$ cat src/hw/rtl/qrs_pkg.sv
// ----------------------------------------------------------------------------
// Quadratic root solver package
// Shared widths, class codes and pipeline sideband types.
// ----------------------------------------------------------------------------
`default_nettype none

package qrs_pkg;

    // Coefficient and result widths.
    localparam int COEF_W        = 16;
    localparam int ROOT_W        = 33;
    localparam int DISC_W        = 34;
    localparam int DEN_W         = 17;
    localparam int FRAC_BITS_DEF = 16;
    localparam int INT_PAIRS     = 17;

    // Class codes.
    localparam logic [1:0] CLS_NONE  = 2'd0;
    localparam logic [1:0] CLS_ONE   = 2'd1;
    localparam logic [1:0] CLS_TWO   = 2'd2;
    localparam logic [1:0] CLS_DEGEN = 2'd3;

    // Sideband that travels with a word through the square-root cells.
    typedef struct packed {
        logic                     valid;
        logic [1:0]               cls;
        logic signed [COEF_W-1:0] a;
        logic signed [COEF_W-1:0] b;
    } sq_side_t;

    // Sideband that travels with a word through the divider cells.
    typedef struct packed {
        logic             valid;
        logic [1:0]       cls;
        logic             neg_p;
        logic             neg_m;
        logic [DEN_W-1:0] den;
    } dv_side_t;

endpackage

`default_nettype wire

$ cat src/hw/rtl/qrs_div_cell.sv
// ----------------------------------------------------------------------------
// Divider cell
// One restoring-division step for both roots; registers its result.
// ----------------------------------------------------------------------------
`default_nettype none

module qrs_div_cell #(
    parameter int MAG_W = 34
) (
    input  wire                          aclk,
    input  wire                          aresetn,
    input  wire                          en,
    input  qrs_pkg::dv_side_t            side_in,
    input  wire [1:0][MAG_W-1:0]         dvd_in,
    input  wire [1:0][MAG_W-1:0]         quo_in,
    input  wire [1:0][qrs_pkg::DEN_W-1:0] rem_in,
    output qrs_pkg::dv_side_t            side_out,
    output wire [1:0][MAG_W-1:0]         dvd_out,
    output wire [1:0][MAG_W-1:0]         quo_out,
    output wire [1:0][qrs_pkg::DEN_W-1:0] rem_out
);

    localparam int DW = qrs_pkg::DEN_W;

    qrs_pkg::dv_side_t     side_reg;
    logic [1:0][MAG_W-1:0] dvd_reg, dvd_next;
    logic [1:0][MAG_W-1:0] quo_reg, quo_next;
    logic [1:0][DW-1:0]    rem_reg, rem_next;
    logic [1:0][DW:0]      rem_sh;
    logic [1:0][DW:0]      diff;

    // Shift in the next dividend bit and subtract the divisor where it fits.
    always_comb begin
        for (int l = 0; l < 2; l++) begin
            rem_sh[l]   = {rem_in[l], dvd_in[l][MAG_W-1]};
            diff[l]     = rem_sh[l] - {1'b0, side_in.den};
            dvd_next[l] = {dvd_in[l][MAG_W-2:0], 1'b0};
            if (rem_sh[l] >= {1'b0, side_in.den}) begin
                rem_next[l] = diff[l][DW-1:0];
                quo_next[l] = {quo_in[l][MAG_W-2:0], 1'b1};
            end else begin
                rem_next[l] = rem_sh[l][DW-1:0];
                quo_next[l] = {quo_in[l][MAG_W-2:0], 1'b0};
            end
        end
    end

    // Stage register.
    always_ff @(posedge aclk) begin
        if (!aresetn) begin
            side_reg.valid <= 1'b0;
        end else if (en) begin
            side_reg.valid <= side_in.valid;
        end
        if (en) begin
            side_reg.cls   <= side_in.cls;
            side_reg.neg_p <= side_in.neg_p;
            side_reg.neg_m <= side_in.neg_m;
            side_reg.den   <= side_in.den;
            dvd_reg        <= dvd_next;
            quo_reg        <= quo_next;
            rem_reg        <= rem_next;
        end
    end

    assign side_out = side_reg;
    assign dvd_out  = dvd_reg;
    assign quo_out  = quo_reg;
    assign rem_out  = rem_reg;

endmodule

`default_nettype wire

$ cat config.mk
export PLATFORM = sky130hd
export DESIGN_NAME = qrs_div_cell
export DESIGN_NICKNAME = d
export VERILOG_FILES = /design/src/hw/rtl/qrs_pkg.sv /design/src/hw/rtl/qrs_div_cell.sv
export SDC_FILE = /design/constraint.sdc
export NUM_CORES = 1
export LEC_CHECK = 0
export ABC_CLOCK_PERIOD_IN_PS = 6700
export BUFFER_PORTS_ARGS = -buffer_cell sky130_fd_sc_hd__buf_2
export CORE_AREA = 2 2 150 152
export CTS_BUF_LIST = sky130_fd_sc_hd__clkbuf_16
export DETAILED_ROUTE_END_ITERATION = 16
export DIE_AREA = 0 0 152 154
export GPL_TIMING_DRIVEN = 1
export PLACE_DENSITY = 0.73
export SLEW_MARGIN = 20
export SYNTH_ARGS = -nofsm -noshare
export SYNTH_HDL_FRONTEND = slang
export SYNTH_SLANG_ARGS = --single-unit
$ cat constraint.sdc
create_clock -name aclk -period 6.7 [get_ports aclk]
set_input_delay 1.34 -clock aclk [delete_from_list [all_inputs] [get_ports aclk]]
set_output_delay 1.34 -clock aclk [all_outputs]
set_load 0.01 [all_outputs]
==> run_results.csv, run 1 <==
group,metric,value,unit
min_path,hold_class,"flop to flop",
floorplanning,die_x,152,um
floorplanning,rows,54,
timing,finalSetupViolCount,0,
final_layout,post_route_cells_drive_above_1_share,48.9,%
worst_setup_path,critical_path_class,"primary input to flop",
timing,setup_tns,0,ns
synthesis,synth_ff_type,"edfxtp_1",
grt,grt_max_degree,93,
timing,rsz0062_at_grt,"no",
grt,grt_use_total,18.4,%
route,wl,22.2,mm
clock_network,cts_made_buffers,17,
grt,antenna_found_initial,3,
final_layout,area_growth,35.1,%
route,wl_per_cell,18.5,um
run_status,status,"complete, no violations",
clock_network,cts_tree,"done",
synthesis,postSynthAreaPerCell,15.6,um2
clock_network,cts_sinks,190,
synthesis,yosys_warnings,0,
route,via_per_inst,4.84,
synthesis,ys_seq_area_share,71.1,%
worst_setup_path,critical_path_required,6.88,ns
synthesis,yosysTopAreaCellShare,70.9,%
timing,worstMarginPinSlew,0.983,ns
floorplanning,die_y,154,um
clock_network,cts_hold_buf,0,
floorplanning,core,21700,um2
power,vdd_ir_drop_max,149,uV
synthesis,yosysTopAreaCell,"edfxtp_1",
timing,slew_violations,0,
clock_network,clock_tree.buffer_depth,2,
worst_setup_path,cp_max_fo,18,
floorplanning,die_area,23400,um2
clock_network,clkLatencyLatePin,0.42,ns
synthesis,synthTopCellsByArea,"edfxtp_1 71%, ha_1 5.3%, mux2_2 2.4%, xnor2_1 1.8%, a21oi_1 1.6%",
timing,min_period,3.74,ns
power,powerDensity,276,nW/um2
final_layout,finish.utilization,49.9,%
power,p_leak,4.72,nW
timing,min_period_over_period,55.8,%
clock_network,ctsResizeCount,0,
timing,max_freq,267,MHz
placement,place_hpwl,17.3,mm
clock_network,cts_setup_buffers,0,
route,antenna_left,0,
synthesis,synth_common_cells,"189 x edfxtp_1, 34 x ha_1, 34 x nand2_1",
synthesis,synth_edf_count,189,
worst_setup_path,endpoint_kind,"flop",
clock_network,h-tree-depth,4,
worst_setup_path,regToRegSetupSlack,6.10,ns
route,drt_pass1_iterations,4,
synthesis,synth_seq_cells,190,
clock_network,root_buffer,"clkbuf_16",
route,drc_errors,0,
route,routed-via-count,5800,
synthesis,async_flop_share,0,%
timing,hold_viol_final,0,
flow_run,cap_violations,0,
clock_network,clk_pin_slew,0.08,ns
synthesis,synth.distinct_cells,63,
timing,slew_headroom,34.4,%
floorplanning,ioPinCount,387,
placement,globalplace.congestion,0.814,
floorplanning,start_util,36.9,%
synthesis,synthesis.area,8010,um2
worst_setup_path,start_kind,"primary input",
grt,grt_pass1_wl,32.9,mm
grt,first_global_vias,5656,
final_layout,nets,1135,
placement,portBuffers,382,
synthesis,synthCells,513,
worst_setup_path,arrival,3.92,ns
timing,fin_skew,0,ns
route,drtIter0Drc,349,
synthesis,synth_most_common_cell,"edfxtp_1",
grt,grt_overflow,0,
==> worst max-delay path, cell delays in order <==
cell,delay (ns)
buf_2,0.12
inv_1,0.05
ha_1,0.15
inv_1,0.05
fa_1,0.40
a21o_1,0.22
and2_1,0.18
o31a_1,0.30
o21ai_4,0.47
inv_2,0.28
mux2_4,0.36
==> sequential cells by signal (all words and copies together), names as in the netlist <==
register	count
quo_out	68
side_out	22
dvd_out	66
rem_out	34
==> layout make-up <==
| class | count | area, um2 |
|---|---|---|
| timing repair buffer | 384 | 1930 |
| fill | 1886 | 10900 |
| sequential | 190 | 5700 |
| clock inverter | 15 | 184 |
| tap | 280 | 350 |
| antenna | 1 | 2.50 |
| multi-input combinational | 284 | 2130 |
| inverter | 27 | 101 |
| clock buffer | 17 | 425 |
==> per-stage QoR <==
stage                     std cells  hold slack [ns]  cell area, um2  total power [W]  worst slack, ns
after global routing           1197            0.564           10800          0.00312             2.81
after floorplan                 514            0.538            8010          0.00176             3.14
after global placement         1165            0.507           10200          0.00198             2.52
final                          1198            0.525           10800          0.00298             2.96
after detailed placement       1165            0.505           10200          0.00200             2.53
after CTS                      1197            0.527           10800          0.00303             2.97
==> logic make-up after synthesis <==
logic type	count (synthesis)	synth area share, %
AO/OA/AOI/OAI	112	9.67
XOR/XNOR	19	2.08
flip-flops	190	71.1
AND/OR/NAND/NOR	93	5.66
adder cells (fa/ha/maj)	36	5.81
buffers and inverters	40	2.33
multiplexers	22	3.27
other	1	0.0468
==> power by group <==
part	leakage (nW)	total [W]	switching, W	internal, W
logic	2.56	0.000505	0.000285	0.000220
registers	1.86	0.00146	0.0000251	0.00144
clock network	0.294	0.00102	0.000507	0.000509
==> cells in the final DEF (no fill, tap or decap), types with 3 or more instances in the layout <==
master     netlist  layout
buf_2            5     381
edfxtp_1       189     189
nand2_1         34      34
ha_1            34      34
a21oi_1         26      26
inv_1           25      25
o21ai_0         18      18
mux2_2          17      17
clkbuf_16        0      17
nor2_1          16      16
xnor2_1         16      16
a21o_1          15      15
nand3_1         13      13
o21a_1          10      10
o31ai_1          6       6
clkinv_8         0       6
and4_1           4       4
and2_1           4       4
a211oi_1         4       4
nor2b_1          4       4
mux2_4           4       4
inv_6            0       4
or2_2            3       3
a2111oi_0        3       3
nor3b_1          3       3
a31oi_1          3       3
nor3_1           3       3
xor2_1           3       3
==> worst paths after layout <==
kind	cells after the start	endpoint	startpoint
setup / recovery	11	rem_out[12]$_DFFE_PP_	dvd_in[33]
hold / removal	2	side_out[21]$_SDFFE_PN0P_	side_out[21]$_SDFFE_PN0P_
setup reg to reg	2	side_out[21]$_SDFFE_PN0P_	side_out[21]$_SDFFE_PN0P_
hold reg to reg	2	side_out[21]$_SDFFE_PN0P_	side_out[21]$_SDFFE_PN0P_
==> routing by layer <==
metal  track usage, %  share of wire [%]  vias up
li1                 -                  -     2762
met1             21.8                 38     2759
met2             32.2                 52      240
met3             5.27                7.4       35
met4             6.54                2.2        4
met5                0               0.11        -
No activity file was read; power rests on OpenSTA's default activity.
==> run 2, diff against run 1 <==
Settings changed: ABC_CLOCK_PERIOD_IN_PS 6700 to 3870, CORE_AREA 2 2 150 152 to 2 2 152 154, DIE_AREA 0 0 152 154 to 0 0 154 156, PLACE_DENSITY 0.73 to 0.72.
Clock period 6.7 ns to 3.87 ns, I/O delays scaled along.
==> run_results.csv, run 2 (same netlist as run 1, synthesis figures left out) <==
group,metric,value,unit
final_layout,fillers,1951,
clock_network,cts_made_buffers,17,
timing,min_period,2.95,ns
clock_network,clock_tree.buffer_depth,2,
power,p_leak,4.76,nW
grt,grt_pass1_wl,32.1,mm
placement,portBuffers,382,
grt,grt_use_total,17.9,%
worst_setup_path,critical_path_required,4.06,ns
floorplanning,rows,55,
final_layout,seq_area,5700,um2
timing,worstMarginPinSlew,0.904,ns
placement,place_hpwl,17.6,mm
placement,place_ws,0.493,ns
route,drtIter0Drc,388,
clock_network,cts_setup_buffers,0,
clock_network,cts_sinks,190,
floorplanning,ioPinCount,387,
timing,min_period_over_period,76.2,%
route,wl,22.6,mm
timing,holdWs,0.512,ns
floorplanning,start_util,35.8,%
final_layout,area_growth,36.5,%
final_layout,largest_reg_flops,68,
power,vdd_ir_drop_max,240,uV
worst_setup_path,ff2ff_path_depth,2,
final_layout,layout_commonest_cell,"buf_2",
final_layout,post_route_cells_drive_above_1_share,49.2,%
worst_setup_path,critical_path_class,"primary input to flop",
run_status,status,"complete, no violations",
worst_setup_path,cp_max_fo,3,
worst_setup_path,arrival,3.14,ns
worst_setup_path,start_kind,"primary input",
final_layout,final_cell_mix,"381 x buf_2, 189 x edfxtp_1, 34 x nand2_1, 34 x ha_1, 26 x a21oi_1",
final_layout,multiInputGateArea,2130,um2
timing,max_freq,339,MHz
timing,slew_violations,0,
route,via_per_inst,4.86,
flow_run,cap_violations,0,
clock_network,root_buffer,"clkbuf_16",
route,drc_errors,0,
route,routed-via-count,5882,
grt,first_global_vias,5497,
power,powerDensity,486,nW/um2
floorplanning,core,22400,um2
floorplanning,die_y,156,um
timing,hold_viol_final,0,
final_layout,nets,1139,
min_path,hold_class,"primary input to flop",
clock_network,clk_pin_slew,0.09,ns
final_layout,design_area,10900,um2
timing,setup_ws,0.919,ns
route,antenna_left,0,
clock_network,cts_hold_buf,0,
timing,rsz0062_at_grt,"no",
route,drt_pass1_iterations,7,
route,wl_per_cell,18.7,um
clock_network,h-tree-depth,4,
clock_network,cts_tree,"done",
timing,fin_skew,0,ns
floorplanning,die_x,154,um
timing,setup_tns,0,ns
clock_network,clkLatencyLatePin,0.42,ns
floorplanning,die_area,24000,um2
timing,finalSetupViolCount,0,
final_layout,finish.utilization,48.9,%
placement,globalplace.congestion,0.876,
worst_setup_path,endpoint_kind,"flop",
timing,slew_headroom,39.7,%
grt,grt_max_degree,90,
clock_network,ctsResizeCount,0,
min_path,holdPathStages,1,
grt,antenna_found_initial,5,
grt,grt_overflow,0,
placement,placed_area,10300,um2
## run 2: cell count changes in the layout (fill, tap and decap cells not counted), sizes merged
cell / before / now
clkinv: 8 / 4
inv: 34 / 37
buf: 384 / 388
diode: 1 / 4
bufinv: 0 / 1
## run 2: per-stage QoR
stage	power (W)	cells
5_1_grt	0.00553	1209
4_1_cts	0.00536	1206
2_1_floorplan	0.00304	514
3_5_place_dp	0.00347	1174
6_report	0.00531	1210
3_3_place_gp	0.00345	1174
## run 2: area by class of cell
| type | instances | area share (%) |
|---|---|---|
| multi-input cells | 284 | 19.5 |
| clock buffers | 17 | 3.89 |
| inverters | 27 | 0.928 |
| repair buffers | 388 | 18.2 |
| clock inverters | 15 | 2.02 |
| well taps | 285 | 3.26 |
| flip-flops and latches | 190 | 52.1 |
| diodes | 4 | 0.0916 |
## run 2: report_power, final
group / internal [W] / total, W / switching (W)
logic: 0.000388 / 0.000886 / 0.000498
clock network: 0.000966 / 0.00189 / 0.000929
registers: 0.00249 / 0.00253 / 0.0000453
total: 0.00384 / 0.00531 / 0.00147
## run 2: critical path, stage by stage
cell,delay [ns]
buf_2,0.12
inv_1,0.06
ha_1,0.16
inv_1,0.05
fa_1,0.40
a21oi_1,0.24
o211ai_1,0.18
a221oi_1,0.53
o21ai_0,0.18
xor2_1,0.17
mux2_2,0.26
## run 2: per-layer routing
metal  track usage, %  wire (um)  up-vias
met5                0          0        -
met4             5.74        393        0
met3             4.94       1660       33
met2             31.3      11700      241
met1             21.4       8840     2832
li1                 -          -     2776
## run 2: worst paths after layout
path / startpoint / endpoint / slack [ns]
max: dvd_in[67] / rem_out[31]$_DFFE_PP_ / 0.92
min: quo_in[9] / quo_out[10]$_DFFE_PP_ / 0.51
max reg2reg: side_out[21]$_SDFFE_PN0P_ / side_out[21]$_SDFFE_PN0P_ / 3.20
min reg2reg: side_out[21]$_SDFFE_PN0P_ / side_out[21]$_SDFFE_PN0P_ / 0.58
==> run 3, diff against run 2 <==
Settings changed: ABC_CLOCK_PERIOD_IN_PS 3870 to 2800.
Clock period 3.87 ns to 2.8 ns, I/O delays scaled along.
==> run_results.csv, run 3 (same netlist as run 1, synthesis figures left out) <==
group,metric,value,unit
final_layout,area_growth,41.7,%
power,clock_power_share,33.8,%
floorplanning,ioPinCount,387,
route,drc_errors,0,
grt,grt_pass1_wl,32.9,mm
power,p_sw,0.00200,W
timing,rsz0062_at_grt,"no",
placement,place_ws,-0.200,ns
placement,place_inst,1235,
power,seq_power_share,48.0,%
route,routed-via-count,6052,
min_path,hold_class,"primary input to flop",
grt,first_global_vias,5872,
power,vdd_ir_drop_max,380,uV
route,drt_pass1_iterations,6,
worst_setup_path,cp_top_family,"buffers and inverters",
final_layout,final_cell_mix,"381 x buf_2, 189 x edfxtp_1, 65 x buf_4",
clock_network,clk_pin_slew,0.08,ns
grt,grt_use_total,18.1,%
route,wl,22.6,mm
final_layout,layout_commonest_cell,"buf_2",
worst_setup_path,endpoint_kind,"flop",
worst_setup_path,start_kind,"primary input",
floorplanning,rows,55,
run_status,status,"complete, no violations",
clock_network,h-tree-depth,4,
timing,fin_skew,0,ns
clock_network,cts_setup_buffers,0,
worst_setup_path,worstPathCellList,"buf_2 -> ha_1 -> inv_1 -> fa_1 -> a21oi_1 -> buf_4 -> o211a_1 -> a21oi_1 -> o21ai_1 -> and2_2 -> inv_2 -> mux2_2",
timing,hold_viol_final,0,
final_layout,nets,1200,
worst_setup_path,critPathMostFrequentCell,"a21oi_1",
power,powerDensity,643,nW/um2
floorplanning,start_util,35.8,%
placement,place_hpwl,17.8,mm
timing,setup_tns,0,ns
worst_setup_path,cp_max_fo,15,
grt,antenna_found_initial,3,
clock_network,clkLatencyLatePin,0.42,ns
final_layout,largest_reg_flops,68,
clock_network,clock_tree.buffer_depth,2,
power,intPower,0.00529,W
timing,slew_violations,0,
worst_setup_path,critical_path_class,"primary input to flop",
timing,finalSetupViolCount,0,
placement,portBuffers,382,
final_layout,post_route_cells_drive_above_1_share,52.3,%
timing,holdWs,0.296,ns
clock_network,cts_sinks,190,
route,wl_per_cell,17.8,um
grt,grt_overflow,0,
clock_network,cts_hold_buf,0,
floorplanning,die_area,24000,um2
worst_setup_path,critical_path_required,2.98,ns
floorplanning,core,22400,um2
route,drtIter0Drc,378,
route,antenna_left,0,
floorplanning,die_x,154,um
route,via_per_inst,4.77,
timing,min_period,2.53,ns
timing,max_freq,395,MHz
worst_setup_path,critPathSlowestCell,"mux2_2",
power,p_comb_share,18.3,%
timing,setup_ws,0.270,ns
power,p_leak,5.04,nW
power,swShare,27.5,%
worst_setup_path,critPathBufInv,4,
worst_setup_path,arrival,2.71,ns
grt,grt_max_degree,48,
clock_network,ctsResizeCount,0,
placement,globalplace.congestion,0.896,
clock_network,cts_made_buffers,17,
power,fin_total_pwr,0.00729,W
flow_run,cap_violations,0,
clock_network,root_buffer,"clkbuf_16",
timing,min_period_over_period,90.4,%
floorplanning,die_y,156,um
final_layout,final_cells,1270,
final_layout,fillers,1947,
clock_network,cts_tree,"done",
worst_setup_path,critPathMaxStageDelay,0.38,ns
==> run 3: cell count changes in the layout (fill, tap and decap cells not counted), sizes merged <==
cell and change:
bufinv -1, inv -3, buf +61, diode -1, clkinv +4
==> run 3: worst paths after layout <==
kind,startpoint,end,slack [ns],cells past startpoint
hold reg to reg,side_out[21]$_SDFFE_PN0P_,side_out[21]$_SDFFE_PN0P_,0.58,2
hold / removal,quo_in[12],quo_out[13]$_DFFE_PP_,0.30,1
setup reg to reg,side_out[21]$_SDFFE_PN0P_,side_out[21]$_SDFFE_PN0P_,2.16,2
setup / recovery,side_in[0],rem_out[23]$_DFFE_PP_,0.27,12
==> run 3: layout make-up <==
type	count	area (um2)	area share (%)
diodes	3	7.51	0.0662
flip-flops and latches	190	5700	50.2
repair buffers	449	2450	21.6
inverters	27	101	0.893
well taps	285	357	3.14
clock inverters	15	188	1.65
multi-input cells	284	2130	18.8
clock buffers	17	425	3.75
==> run 3: power groups by stage <==
stage | Clock [W] | Combinational, W | Sequential, W
CTS | 0.00253 | 0.00135 | 0.00350
floorplan | 0 | 0.000482 | 0.00372
finish | 0.00246 | 0.00133 | 0.00350
global placement | 0 | 0.00132 | 0.00356
global route | 0.00263 | 0.00145 | 0.00353
detailed placement | 0 | 0.00134 | 0.00356
==> run 3: stage by stage <==
stage               utilization [%]  cell area (um2)
global placement               48.0            10700
finish                         50.7            11300
floorplan                         -             8010
global route                   50.7            11300
CTS                            50.7            11300
detailed placement             48.0            10700
==> run 3: layer usage <==
layer  track usage, %  up-vias  routed length (um)
met2             31.8      237               11700
met4             5.52        0                 366
met3             5.42       26                1620
met1             21.6     2888                8940
met5                0        -                   0
li1                 -     2901                   -
