### src/hw/rtl/qrs_pkg.sv
// ----------------------------------------------------------------------------
// Quadratic root solver package
// Shared widths, class codes and pipeline sideband types.
// ----------------------------------------------------------------------------
`default_nettype none

package qrs_pkg;

    // Coefficient and result widths.
    localparam int COEF_W        = 16;
    localparam int ROOT_W        = 33;
    localparam int DISC_W        = 34;
    localparam int DEN_W         = 17;
    localparam int FRAC_BITS_DEF = 16;
    localparam int INT_PAIRS     = 17;

    // Class codes.
    localparam logic [1:0] CLS_NONE  = 2'd0;
    localparam logic [1:0] CLS_ONE   = 2'd1;
    localparam logic [1:0] CLS_TWO   = 2'd2;
    localparam logic [1:0] CLS_DEGEN = 2'd3;

    // Sideband that travels with a word through the square-root cells.
    typedef struct packed {
        logic                     valid;
        logic [1:0]               cls;
        logic signed [COEF_W-1:0] a;
        logic signed [COEF_W-1:0] b;
    } sq_side_t;

    // Sideband that travels with a word through the divider cells.
    typedef struct packed {
        logic             valid;
        logic [1:0]       cls;
        logic             neg_p;
        logic             neg_m;
        logic [DEN_W-1:0] den;
    } dv_side_t;

endpackage

`default_nettype wire

### src/hw/rtl/qrs_sqrt_cell.sv
// ----------------------------------------------------------------------------
// Square-root cell
// One digit-by-digit square-root step; registers its result for the next cell.
// ----------------------------------------------------------------------------
`default_nettype none

module qrs_sqrt_cell #(
    parameter int RT_W = 33
) (
    input  wire                       aclk,
    input  wire                       aresetn,
    input  wire                       en,
    input  qrs_pkg::sq_side_t         side_in,
    input  wire [qrs_pkg::DISC_W-1:0] d_in,
    input  wire [RT_W-1:0]            root_in,
    input  wire [RT_W+2:0]            rem_in,
    output qrs_pkg::sq_side_t         side_out,
    output wire [qrs_pkg::DISC_W-1:0] d_out,
    output wire [RT_W-1:0]            root_out,
    output wire [RT_W+2:0]            rem_out
);

    localparam int REM_W = RT_W + 3;

    qrs_pkg::sq_side_t         side_reg;
    logic [qrs_pkg::DISC_W-1:0] d_reg, d_next;
    logic [RT_W-1:0]           root_reg, root_next;
    logic [REM_W-1:0]          rem_reg, rem_next;
    logic [REM_W-1:0]          rem_sh;
    logic [REM_W-1:0]          trial;

    // Bring down the next bit pair and try to subtract 4*root+1.
    always_comb begin
        rem_sh = {rem_in[REM_W-3:0], d_in[qrs_pkg::DISC_W-1 -: 2]};
        trial  = {1'b0, root_in, 2'b01};
        d_next = {d_in[qrs_pkg::DISC_W-3:0], 2'b00};
        if (rem_sh >= trial) begin
            rem_next  = rem_sh - trial;
            root_next = {root_in[RT_W-2:0], 1'b1};
        end else begin
            rem_next  = rem_sh;
            root_next = {root_in[RT_W-2:0], 1'b0};
        end
    end

    // Stage register.
    always_ff @(posedge aclk) begin
        if (!aresetn) begin
            side_reg.valid <= 1'b0;
        end else if (en) begin
            side_reg.valid <= side_in.valid;
        end
        if (en) begin
            side_reg.cls <= side_in.cls;
            side_reg.a   <= side_in.a;
            side_reg.b   <= side_in.b;
            d_reg        <= d_next;
            root_reg     <= root_next;
            rem_reg      <= rem_next;
        end
    end

    assign side_out = side_reg;
    assign d_out    = d_reg;
    assign root_out = root_reg;
    assign rem_out  = rem_reg;

endmodule

`default_nettype wire

### config.mk
export PLATFORM = sky130hd
export DESIGN_NAME = qrs_sqrt_cell
export DESIGN_NICKNAME = d
export VERILOG_FILES = /design/src/hw/rtl/qrs_pkg.sv /design/src/hw/rtl/qrs_sqrt_cell.sv
export SDC_FILE = /design/constraint.sdc
export NUM_CORES = 1
export LEC_CHECK = 0
export ABC_AREA = 1
export BUFFER_PORTS_ARGS = -buffer_cell sky130_fd_sc_hd__buf_2
export CAP_MARGIN = 40
export CORE_AREA = 2 2 119 150
export CTS_CLUSTER_DIAMETER = 40
export DETAILED_ROUTE_END_ITERATION = 6
export DIE_AREA = 0 0 121 152
export PLACE_DENSITY = 0.76
export SLEW_MARGIN = 30
export SYNTH_ARGS = -nofsm -noshare
export SYNTH_HDL_FRONTEND = slang
export SYNTH_SLANG_ARGS = --single-unit
### constraint.sdc
create_clock -name aclk -period 1.7 [get_ports aclk]
set_input_delay 0 -clock aclk [delete_from_list [all_inputs] [get_ports aclk]]
set_output_delay 0 -clock aclk [all_outputs]
set_load 0.03 [all_outputs]
==> results.md, run 1 <==
- Status: finished, final reports clean
- Root Buffer: clkbuf_16
- Final worst slack: 0.0707 ns
- Gate Count Post-Synth: about 830
- Post-layout nets: ~1500
- Slew Viols, Final: 0
- WS Path Type: in2reg
- Sink Count: 136
- Crit path top cell by count: nand2_1
- Synth-to-layout area growth: 60.5%
- Reg clk slew, reported paths: 0.07 ns
- Setup Viol. Count Final: 0
- Detail Route Antenna Nets: 0
- DP Area: ~0.01 sq mm
- Hold WC Path Type: in2reg
- Min cycle time layout: 1.63 ns
- # IOs: 279
- Core area: 0.0171 sq mm
- Vias in the first global route: about 7800
- CTS Buf Count: 17
- Peak supply drop: 0.000628 V
- Initial antenna violation count: 3
- Setup WS pre-CTS: -0.419 ns
- Initial drt markers: between 400 and 500
- Library cells used by synthesis: 28
- GRT Total Usage: 0.276
- Worst Skew: 0 ns
- Critical path's slowest cell: ha_1
- RSZ-0062 raised after global routing: yes
- Sequential fraction of the synthesis area: 0.543
- Leakage: 6.05 nW
- First-pass GRT wire length: just under 40000 microns
- Dpl cells: roughly 1400
- H-tree depth: 4
- Worst setup SP type: input pin
- Worst-path fanout max: 14
- FF+latch area: around 0.004 sq mm
- Clock Tree Buf Depth: 2
- DIE AREA: 0.0184 sq mm
- Worst path arrival time: 1.78 ns
- Share of layout cells above drive strength 1: 0.357
- CTS tree: done
- Initial Utilization: 0.439
- Vert. Die Dim: ~150 microns
- Worst-skew pair later-pin latency: 0.42 ns
- Port Buffers: 274
- Final hold violation count: 0
- Seq cells post-synth: 136
- Rows: 54
- Multi-input gate area: 0.00292 sq mm
- Yosys warning total: 0
- Biggest cell delay along the critical path: around 0.34 ns
- DR WL/cell: roughly 16 microns
- Max Fclk: 0.614 GHz
- Worst Path Required: 1.86 ns
- Via/cell ratio: 4.62
- Fillers: 1264
- Final HPWL DP: 18000 microns
- Maximum capacitance violations: 0
- Final cell count without fillers: 1604
- EDFF count, synth: between 100 and 150
- Overall power: 11.2 mW
- Chip width: 121 microns
- # DRC: 0
- CP delay by family, top: simple AND/OR/NAND/NOR gates
- Ys flop type: edfxtp_1
- Largest net degree at the start of global routing: 49
- Crit. End Element: register
- WHS: 0.00478 ns
- DR pass1 iterations: 6
- WP buf/inv: 5
- Netlist Area Pre-Place: between 0.007 and 0.008 sq mm
- Fin Setup TNS: 0 ns
- Critical-path cell list: buf_2 > inv_1 > ha_1 > nand2_2 > inv_1 > nand2_1 > nand2_1 > a21oi_1 > nand3_2 > nand3_2 > nand2_2 > buf_4 > buf_12 > nand2_1 > o21ai_0
- Gr ovfl total: 0
- Final Cycle Share: 0.958
- PwrDens: roughly 930 mW/mm^2
- DR vias: 7408
- Post-route cell area: 0.0120 sq mm
- RePlAce Congestion: 0.900
- Post-layout util: 0.705
- Syn Area/Cell: 9.05 sq um
- Final WL: 25900 microns
- Async SR Flop Fraction: 0
final timing paths:
| check | cells after the start | end | from | slack (ns) |
|---|---|---|---|---|
| worst min-delay path | 1 | d_out[17]$_DFFE_PP_ | en | 0.005 |
| worst max-delay path | 15 | rem_out[1]$_DFFE_PP_ | root_in[12] | 0.07 |
| worst min register to register | 3 | side_out[34]$_SDFFE_PN0P_ | side_out[34]$_SDFFE_PN0P_ | 1.17 |
| worst max register to register | 3 | side_out[34]$_SDFFE_PN0P_ | side_out[34]$_SDFFE_PN0P_ | 0.45 |
synthesized netlist by cell type, types with 9 or more instances:
cell	number	area, sq um
nand3_2	11	110
o21ai_0	9	45.0
xor2_1	18	158
nand2_1	289	1080
inv_1	138	518
edfxtp_1	135	4050
nand3_1	27	135
nand2_2	31	194
ha_1	35	438
nand3b_1	11	82.6
nor2_1	56	210
a21oi_1	29	145
per-layer routing:
metal | GRT usage | wire length, microns | share of wire | up-vias
li1 | - | - | - | 3723
met1 | 0.277 | 9370 | 0.36 | 3375
met2 | 0.534 | 14200 | 0.55 | 257
met3 | 0.0623 | 1450 | 0.056 | 53
met4 | 0.112 | 837 | 0.032 | 0
met5 | 0 | 0 | 0 | -
repair_timing:
action                     4_1_cts  5_1_grt
hold buffers                   134        0
setup endpoints to repair        0       35
setup buffers                    0        1
hold endpoints to repair       133        0
gates resized for setup          0       21
cell families (layout without fill, tap and decap cells):
| logic type | Yosys count | after routing | synth area share |
|---|---|---|---|
| AOI/OAI and AO/OA | 46 | 46 | 0.0345 |
| xor gates and xnor gates | 19 | 19 | 0.0222 |
| and+or+nand+nor | 444 | 444 | 0.258 |
| adders and majority gates | 35 | 35 | 0.0584 |
| buffers and inverters | 148 | 694 | 0.0831 |
| other | 1 | 6 | 0.000500 |
| DFF | 136 | 136 | 0.543 |
layout make-up:
class,count,share of cell area
diodes,4,0.000831
inverters,139,0.0433
multi-input cells,546,0.242
flip-flops and latches,136,0.338
well taps,224,0.0233
repair buffers,523,0.303
clock inverters,14,0.0135
clock buffers,18,0.0356
flip-flops by register name, indices dropped and copies added, names as in the netlist:
| signal | cells |
|---|---|
| rem_out | 36 |
| root_out | 33 |
| side_out | 35 |
| d_out | 32 |
worst register-to-register path, cell delays in order, from the launching register on:
cell	delay, ns
dfxtp_1	0.31
o21ai_0	0.19
a21oi_1	0.07
dlygate4sd3_1	0.58
report_power, final:
group | switching [mW] | total, mW | internal (mW)
combinational | 1.93 | 3.21 | 1.28
clock | 1.58 | 3.79 | 2.21
sequential | 0.0994 | 4.18 | 4.08
layout by cell type (no fill, tap or decap), types with 11 or more instances in the layout:
cell	netlist	layout
edfxtp_1	135	135
ha_1	35	29
nand3_1	27	24
clkbuf_16	0	17
nand3b_1	11	11
inv_1	138	138
buf_2	3	273
nand3_2	11	14
xor2_1	18	18
nand2_2	31	33
nand2_1	289	287
a21oi_1	29	28
dlygate4sd3_1	0	134
nor2_1	56	51
buf_4	2	110
Note: power is estimated with default switching activity, not from simulation.
==> inputs of run 2 (changes only) <==
--- a/config.mk
+++ b/config.mk
@@ -13,6 +13,8 @@
 export DETAILED_ROUTE_END_ITERATION = 6
 export DIE_AREA = 0 0 121 152
 export PLACE_DENSITY = 0.76
+export SETUP_SLACK_MARGIN = 0.1
+export SKIP_CTS_REPAIR_TIMING = 1
 export SLEW_MARGIN = 30
 export SYNTH_ARGS = -nofsm -noshare
 export SYNTH_HDL_FRONTEND = slang
==> results.md, run 2 (synthesis gave the netlist of run 1 again) <==
- Worst-skew pair later-pin latency: about 0.42 ns
- Crit path top cell by count: nand2_1
- Worst Skew: 0 ns
- Initial drt markers: 381
- Final Cycle Share: 0.932
- Most frequent cells in the layout: nand2_1, buf_2, inv_1, edfxtp_1, dlygate4sd3_1
- DR WL/cell: 16.2 microns
- Hold WC Path Type: in2reg
- Reg clk slew, reported paths: roughly 0.07 ns
- Peak supply drop: between 0.0004 and 0.0005 V
- # DRC: 0
- Critical-path cell list: buf_2 > inv_1 > ha_1 > buf_4 > nand2_1 > nor2_1 > nand2_1 > nor2_1 > nand3_1 > nand3_1 > nand2_1 > a21oi_1
- DR pass1 iterations: 5
- Port Buffers: 274
- H-tree depth: 4
- Sink Count: 136
- RePlAce Congestion: 0.932
- CP delay by family, top: simple AND/OR/NAND/NOR gates
- Most common cell after layout, fill and taps aside: nand2_1
- CTS tree: done
- WP buf/inv: 3
- Slew Viols, Final: 0
- First-pass GRT wire length: 34100 microns
- Core area: around 0.017 sq mm
- Root Buffer: clkbuf_16
- Chip width: 121 microns
- Worst setup SP type: input pin
- Post-layout nets: 1529
- Fillers: 1257
- Synth-to-layout area growth: 62.1%
- Final hold violation count: 7
- PwrDens: 922 mW/mm^2
- Fin Setup TNS: 0 ns
- Rows: 54
- WS Path Type: in2reg
- Worst Path Required: 1.92 ns
- DIE AREA: roughly 0.018 sq mm
- Violated checks: hold timing
- Max Fclk: 0.631 GHz
- Crit. End Element: register
- WHS: -0.00756 ns
- CTS Buf Count: 17
- GRT Total Usage: 0.244
- Largest net degree at the start of global routing: 37
- RSZ-0062 raised after global routing: no
- Final HPWL DP: around 18000 microns
- Min cycle time layout: 1.58 ns
- Leakage: around 6 nW
- Critical path's slowest cell: ha_1
- Max reg flops: 36
- Gr ovfl total: 0
- Setup Viol. Count Final: 0
- Initial antenna violation count: 1
- Biggest cell delay along the critical path: ~0.31 ns
- DR vias: 7413
- Vias in the first global route: 6689
- Status: finished with violations
- Clock Tree Buf Depth: 2
- Vert. Die Dim: 152 microns
- # IOs: roughly 280
- Share of layout cells above drive strength 1: 0.362
- Worst-path fanout max: 4
- Detail Route Antenna Nets: 0
- Worst path arrival time: 1.80 ns
- Initial Utilization: 0.439
- Via/cell ratio: ~4.7
- Maximum capacitance violations: 0
- Final WL: around 26000 microns
==> run 2: cell type report <==
class | instances | area (sq um) | share of cell area
diodes | 1 | 2.50 | 0.000206
well taps | 224 | 280 | 0.0230
clock buffers | 18 | 429 | 0.0353
flip-flops and latches | 136 | 4070 | 0.335
repair buffers | 513 | 3580 | 0.294
inverters | 139 | 522 | 0.0429
multi-input cells | 546 | 3110 | 0.256
clock inverters | 14 | 164 | 0.0135
==> run 2: path summary, 6_finish.rpt <==
check / cells past startpoint / endpoint / slack, ns / startpoint
setup / recovery: 12 / rem_out[35]$_DFFE_PP_ / 0.12 / root_in[24]
setup reg to reg: 3 / side_out[34]$_SDFFE_PN0P_ / 0.45 / side_out[34]$_SDFFE_PN0P_
hold reg to reg: 3 / side_out[34]$_SDFFE_PN0P_ / 1.16 / side_out[34]$_SDFFE_PN0P_
hold / removal: 1 / rem_out[28]$_DFFE_PP_ / -0.008 / en
==> run 2: layer usage <==
metal / GRT usage / share of wire / vias up
met4: 0.0936 / 0.034 / 0
met3: 0.0571 / 0.065 / 56
met5: 0 / 0 / -
met1: 0.258 / 0.37 / 3389
met2: 0.460 / 0.53 / 267
li1: - / - / 3701
==> run 2: metrics by stage <==
stage / std cells / util / worst slack, ns / cell area, sq um / power, mW
after floorplan: 830 / - / 0.101 / 7680 / 5.98
after global placement: 1424 / 0.591 / -0.293 / 10100 / 7.11
after detailed placement: 1424 / 0.591 / -0.272 / 10100 / 7.15
after CTS: 1456 / 0.626 / 0.147 / 10700 / 10.9
after global routing: 1591 / 0.712 / 0.0941 / 12200 / 11.7
final: 1591 / 0.712 / 0.116 / 12200 / 11.2
==> run 2: where the power goes <==
part           internal, mW  switching [mW]
Clock                  2.21            1.59
Sequential             4.08          0.0924
Combinational          1.31            1.94
==> inputs of run 3 (changes only) <==
--- a/config.mk
+++ b/config.mk
@@ -7,12 +7,12 @@
 export LEC_CHECK = 0
 export ABC_AREA = 1
 export BUFFER_PORTS_ARGS = -buffer_cell sky130_fd_sc_hd__buf_2
-export CAP_MARGIN = 40
 export CORE_AREA = 2 2 119 150
 export CTS_CLUSTER_DIAMETER = 40
 export DETAILED_ROUTE_END_ITERATION = 6
 export DIE_AREA = 0 0 121 152
 export PLACE_DENSITY = 0.76
+export REMOVE_ABC_BUFFERS = 1
 export SETUP_SLACK_MARGIN = 0.1
 export SKIP_CTS_REPAIR_TIMING = 1
 export SLEW_MARGIN = 30
==> results.md, run 3 (synthesis gave the netlist of run 1 again) <==
- R2R setup slack: 0.41 ns
- Max Fclk: just over 0.6 GHz
- Most common cell after layout, fill and taps aside: nand2_1
- CTS Buf Count: 17
- Status: finished with violations
- Worst Skew: 0 ns
- First-pass GRT wire length: 33000 microns
- DP Area: slightly below 0.01 sq mm
- H-tree depth: 4
- Hold path endpoint: root_out[7]$_DFFE_PP_
- WS Path Type: in2reg
- Worst path arrival time: about 2 ns
- Root Buffer: clkbuf_16
- Violated checks: hold timing
- P_sw: roughly 3.7 mW
- Critical R2R Launch: side_out[34]$_SDFFE_PN0P_
- Fillers: 1258
- Crit path top cell by count: dlygate4sd3_1
- Clock Tree Buf Depth: 2
- DR WL/cell: 15.8 microns
- WHS: -0.229 ns
- Slew Viols, Final: 0
- Initial drt markers: 472
- Min cycle time layout: 1.64 ns
- Setup Viol. Count Final: 0
- Reg clk slew, reported paths: around 0.06 ns
- CP delay by family, top: buffers and inverters
- Worst-skew pair later-pin latency: 0.42 ns
- FF-to-FF path depth: 3
- Routed met2 length: 13700 microns
- CP startpoint: en
- Detail Route Antenna Nets: 0
- M1 wire length: roughly 9600 microns
- Switch share: 0.325
- Sink Count: 136
- Post-layout nets: 1535
- Final HPWL DP: 17400 microns
- FF+latch area: 0.00407 sq mm
- WP buf/inv: 4
- Multi-input gate area: 0.00301 sq mm
- Rows: 54
- Max layer used: met4
- Peak supply drop: 0.000613 V
- Chip width: 121 microns
- Worst Path Required: 2.06 ns
- Overall power: 11.3 mW
- Largest net degree at the start of global routing: 37
- N_diodes: 0
- Initial Utilization: 0.439
- Via/cell ratio: 4.67
- Vias in the first global route: 6624
- Hold WC Path Type: in2reg
- # IOs: 279
- Clock power share: 0.341
- Vert. Die Dim: 152 microns
- Most frequent cells in the layout: nand2_1, buf_2, inv_1, edfxtp_1, dlygate4sd3_1
- Critical-path cell list: dlygate4sd3_1 > buf_6 > buf_12 > o21ai_0 > a21oi_1 > dlygate4sd3_1
- Initial antenna violation count: 0
- CTS tree: done
- PwrDens: 928 mW/mm^2
- RePlAce Congestion: 0.865
- Gr ovfl total: 0
- HP Start: root_in[6]
- Final WL: 25200 microns
- GRT Total Usage: 0.234
- Internal power: 7.60 mW
- Crit. End Element: register
- Combinational power share: 0.288
- Synth-to-layout area growth: 61.7%
- # DRC: 0
- Core area: 0.0171 sq mm
- Seq pwr share: 0.371
- DR vias: about 7400
- Worst-path fanout max: 36
- Worst hold path cell count: 1
- Leakage: approximately 6.1 nW
- Post-route cell area: around 0.012 sq mm
- Critical path's slowest cell: dlygate4sd3_1
- Final Cycle Share: 0.966
- Worst setup SP type: input pin
- Final hold violation count: 1
- DR pass1 iterations: 5
- Max reg flops: 36
- Share of layout cells above drive strength 1: 0.363
- Met3 routed WL: 1440 microns
- Biggest cell delay along the critical path: 0.57 ns
- Maximum capacitance violations: 0
- Port Buffers: 274
- RSZ-0062 raised after global routing: yes
- Worst r2r dst: side_out[34]$_SDFFE_PN0P_
- DIE AREA: 0.0184 sq mm
==> run 3: how the worst max path moves through the flow <==
stage                                           end  slack, ns  depth (start not counted)
after floorplan               rem_out[17]$_DFFE_PP_      -0.64                         13
after global placement        rem_out[23]$_DFFE_PP_      -0.25                         14
after detailed placement      rem_out[21]$_DFFE_PP_      -0.30                         16
after CTS                     rem_out[10]$_DFFE_PP_       0.13                         16
after global routing      side_out[34]$_SDFFE_PN0P_      -0.01                          6
final                     side_out[34]$_SDFFE_PN0P_       0.06                          6
==> run 3: cell type report <==
type,count,area share
Timing Repair Buffer,519,0.300
Inverter,139,0.0432
Clock inverter,15,0.0150
Clock buffer,17,0.0351
Sequential cell,136,0.336
Multi-Input combinational cell,546,0.248
Tap cell,224,0.0231
==> run 3: worst register-to-register path, stage by stage, from the launching register on <==
cell           delay (ns)
dfxtp_1              0.32
o21ai_0              0.20
a21oi_1              0.08
dlygate4sd3_1        0.57
==> run 3: through the flow <==
step / utilization / setup slack, ns / setup TNS, ns / std cells
floorplan: - / -0.644 / -22.30 / 821
global placement: 0.581 / -0.255 / -8.13 / 1426
detailed placement: 0.581 / -0.304 / -9.63 / 1426
CTS: 0.616 / 0.130 / 0 / 1458
global route: 0.710 / -0.0123 / -0.0123 / 1596
finish: 0.710 / 0.0572 / 0 / 1596
==> run 3: power groups by stage <==
stage / sequential (mW) / combinational (mW) / clock, mW
global route: 4.20 / 3.50 / 4.03
finish: 4.17 / 3.24 / 3.85
floorplan: 4.92 / 0.968 / 0
detailed placement: 4.23 / 2.84 / 0
global placement: 4.23 / 2.81 / 0
CTS: 4.17 / 2.86 / 3.90
==> run 3: layer usage <==
| layer | vias to the layer above | track usage |
|---|---|---|
| met1 | 3443 | 0.259 |
| met4 | 0 | 0.0676 |
| met2 | 264 | 0.441 |
| met3 | 33 | 0.0507 |
| met5 | - | 0 |
| li1 | 3707 | - |
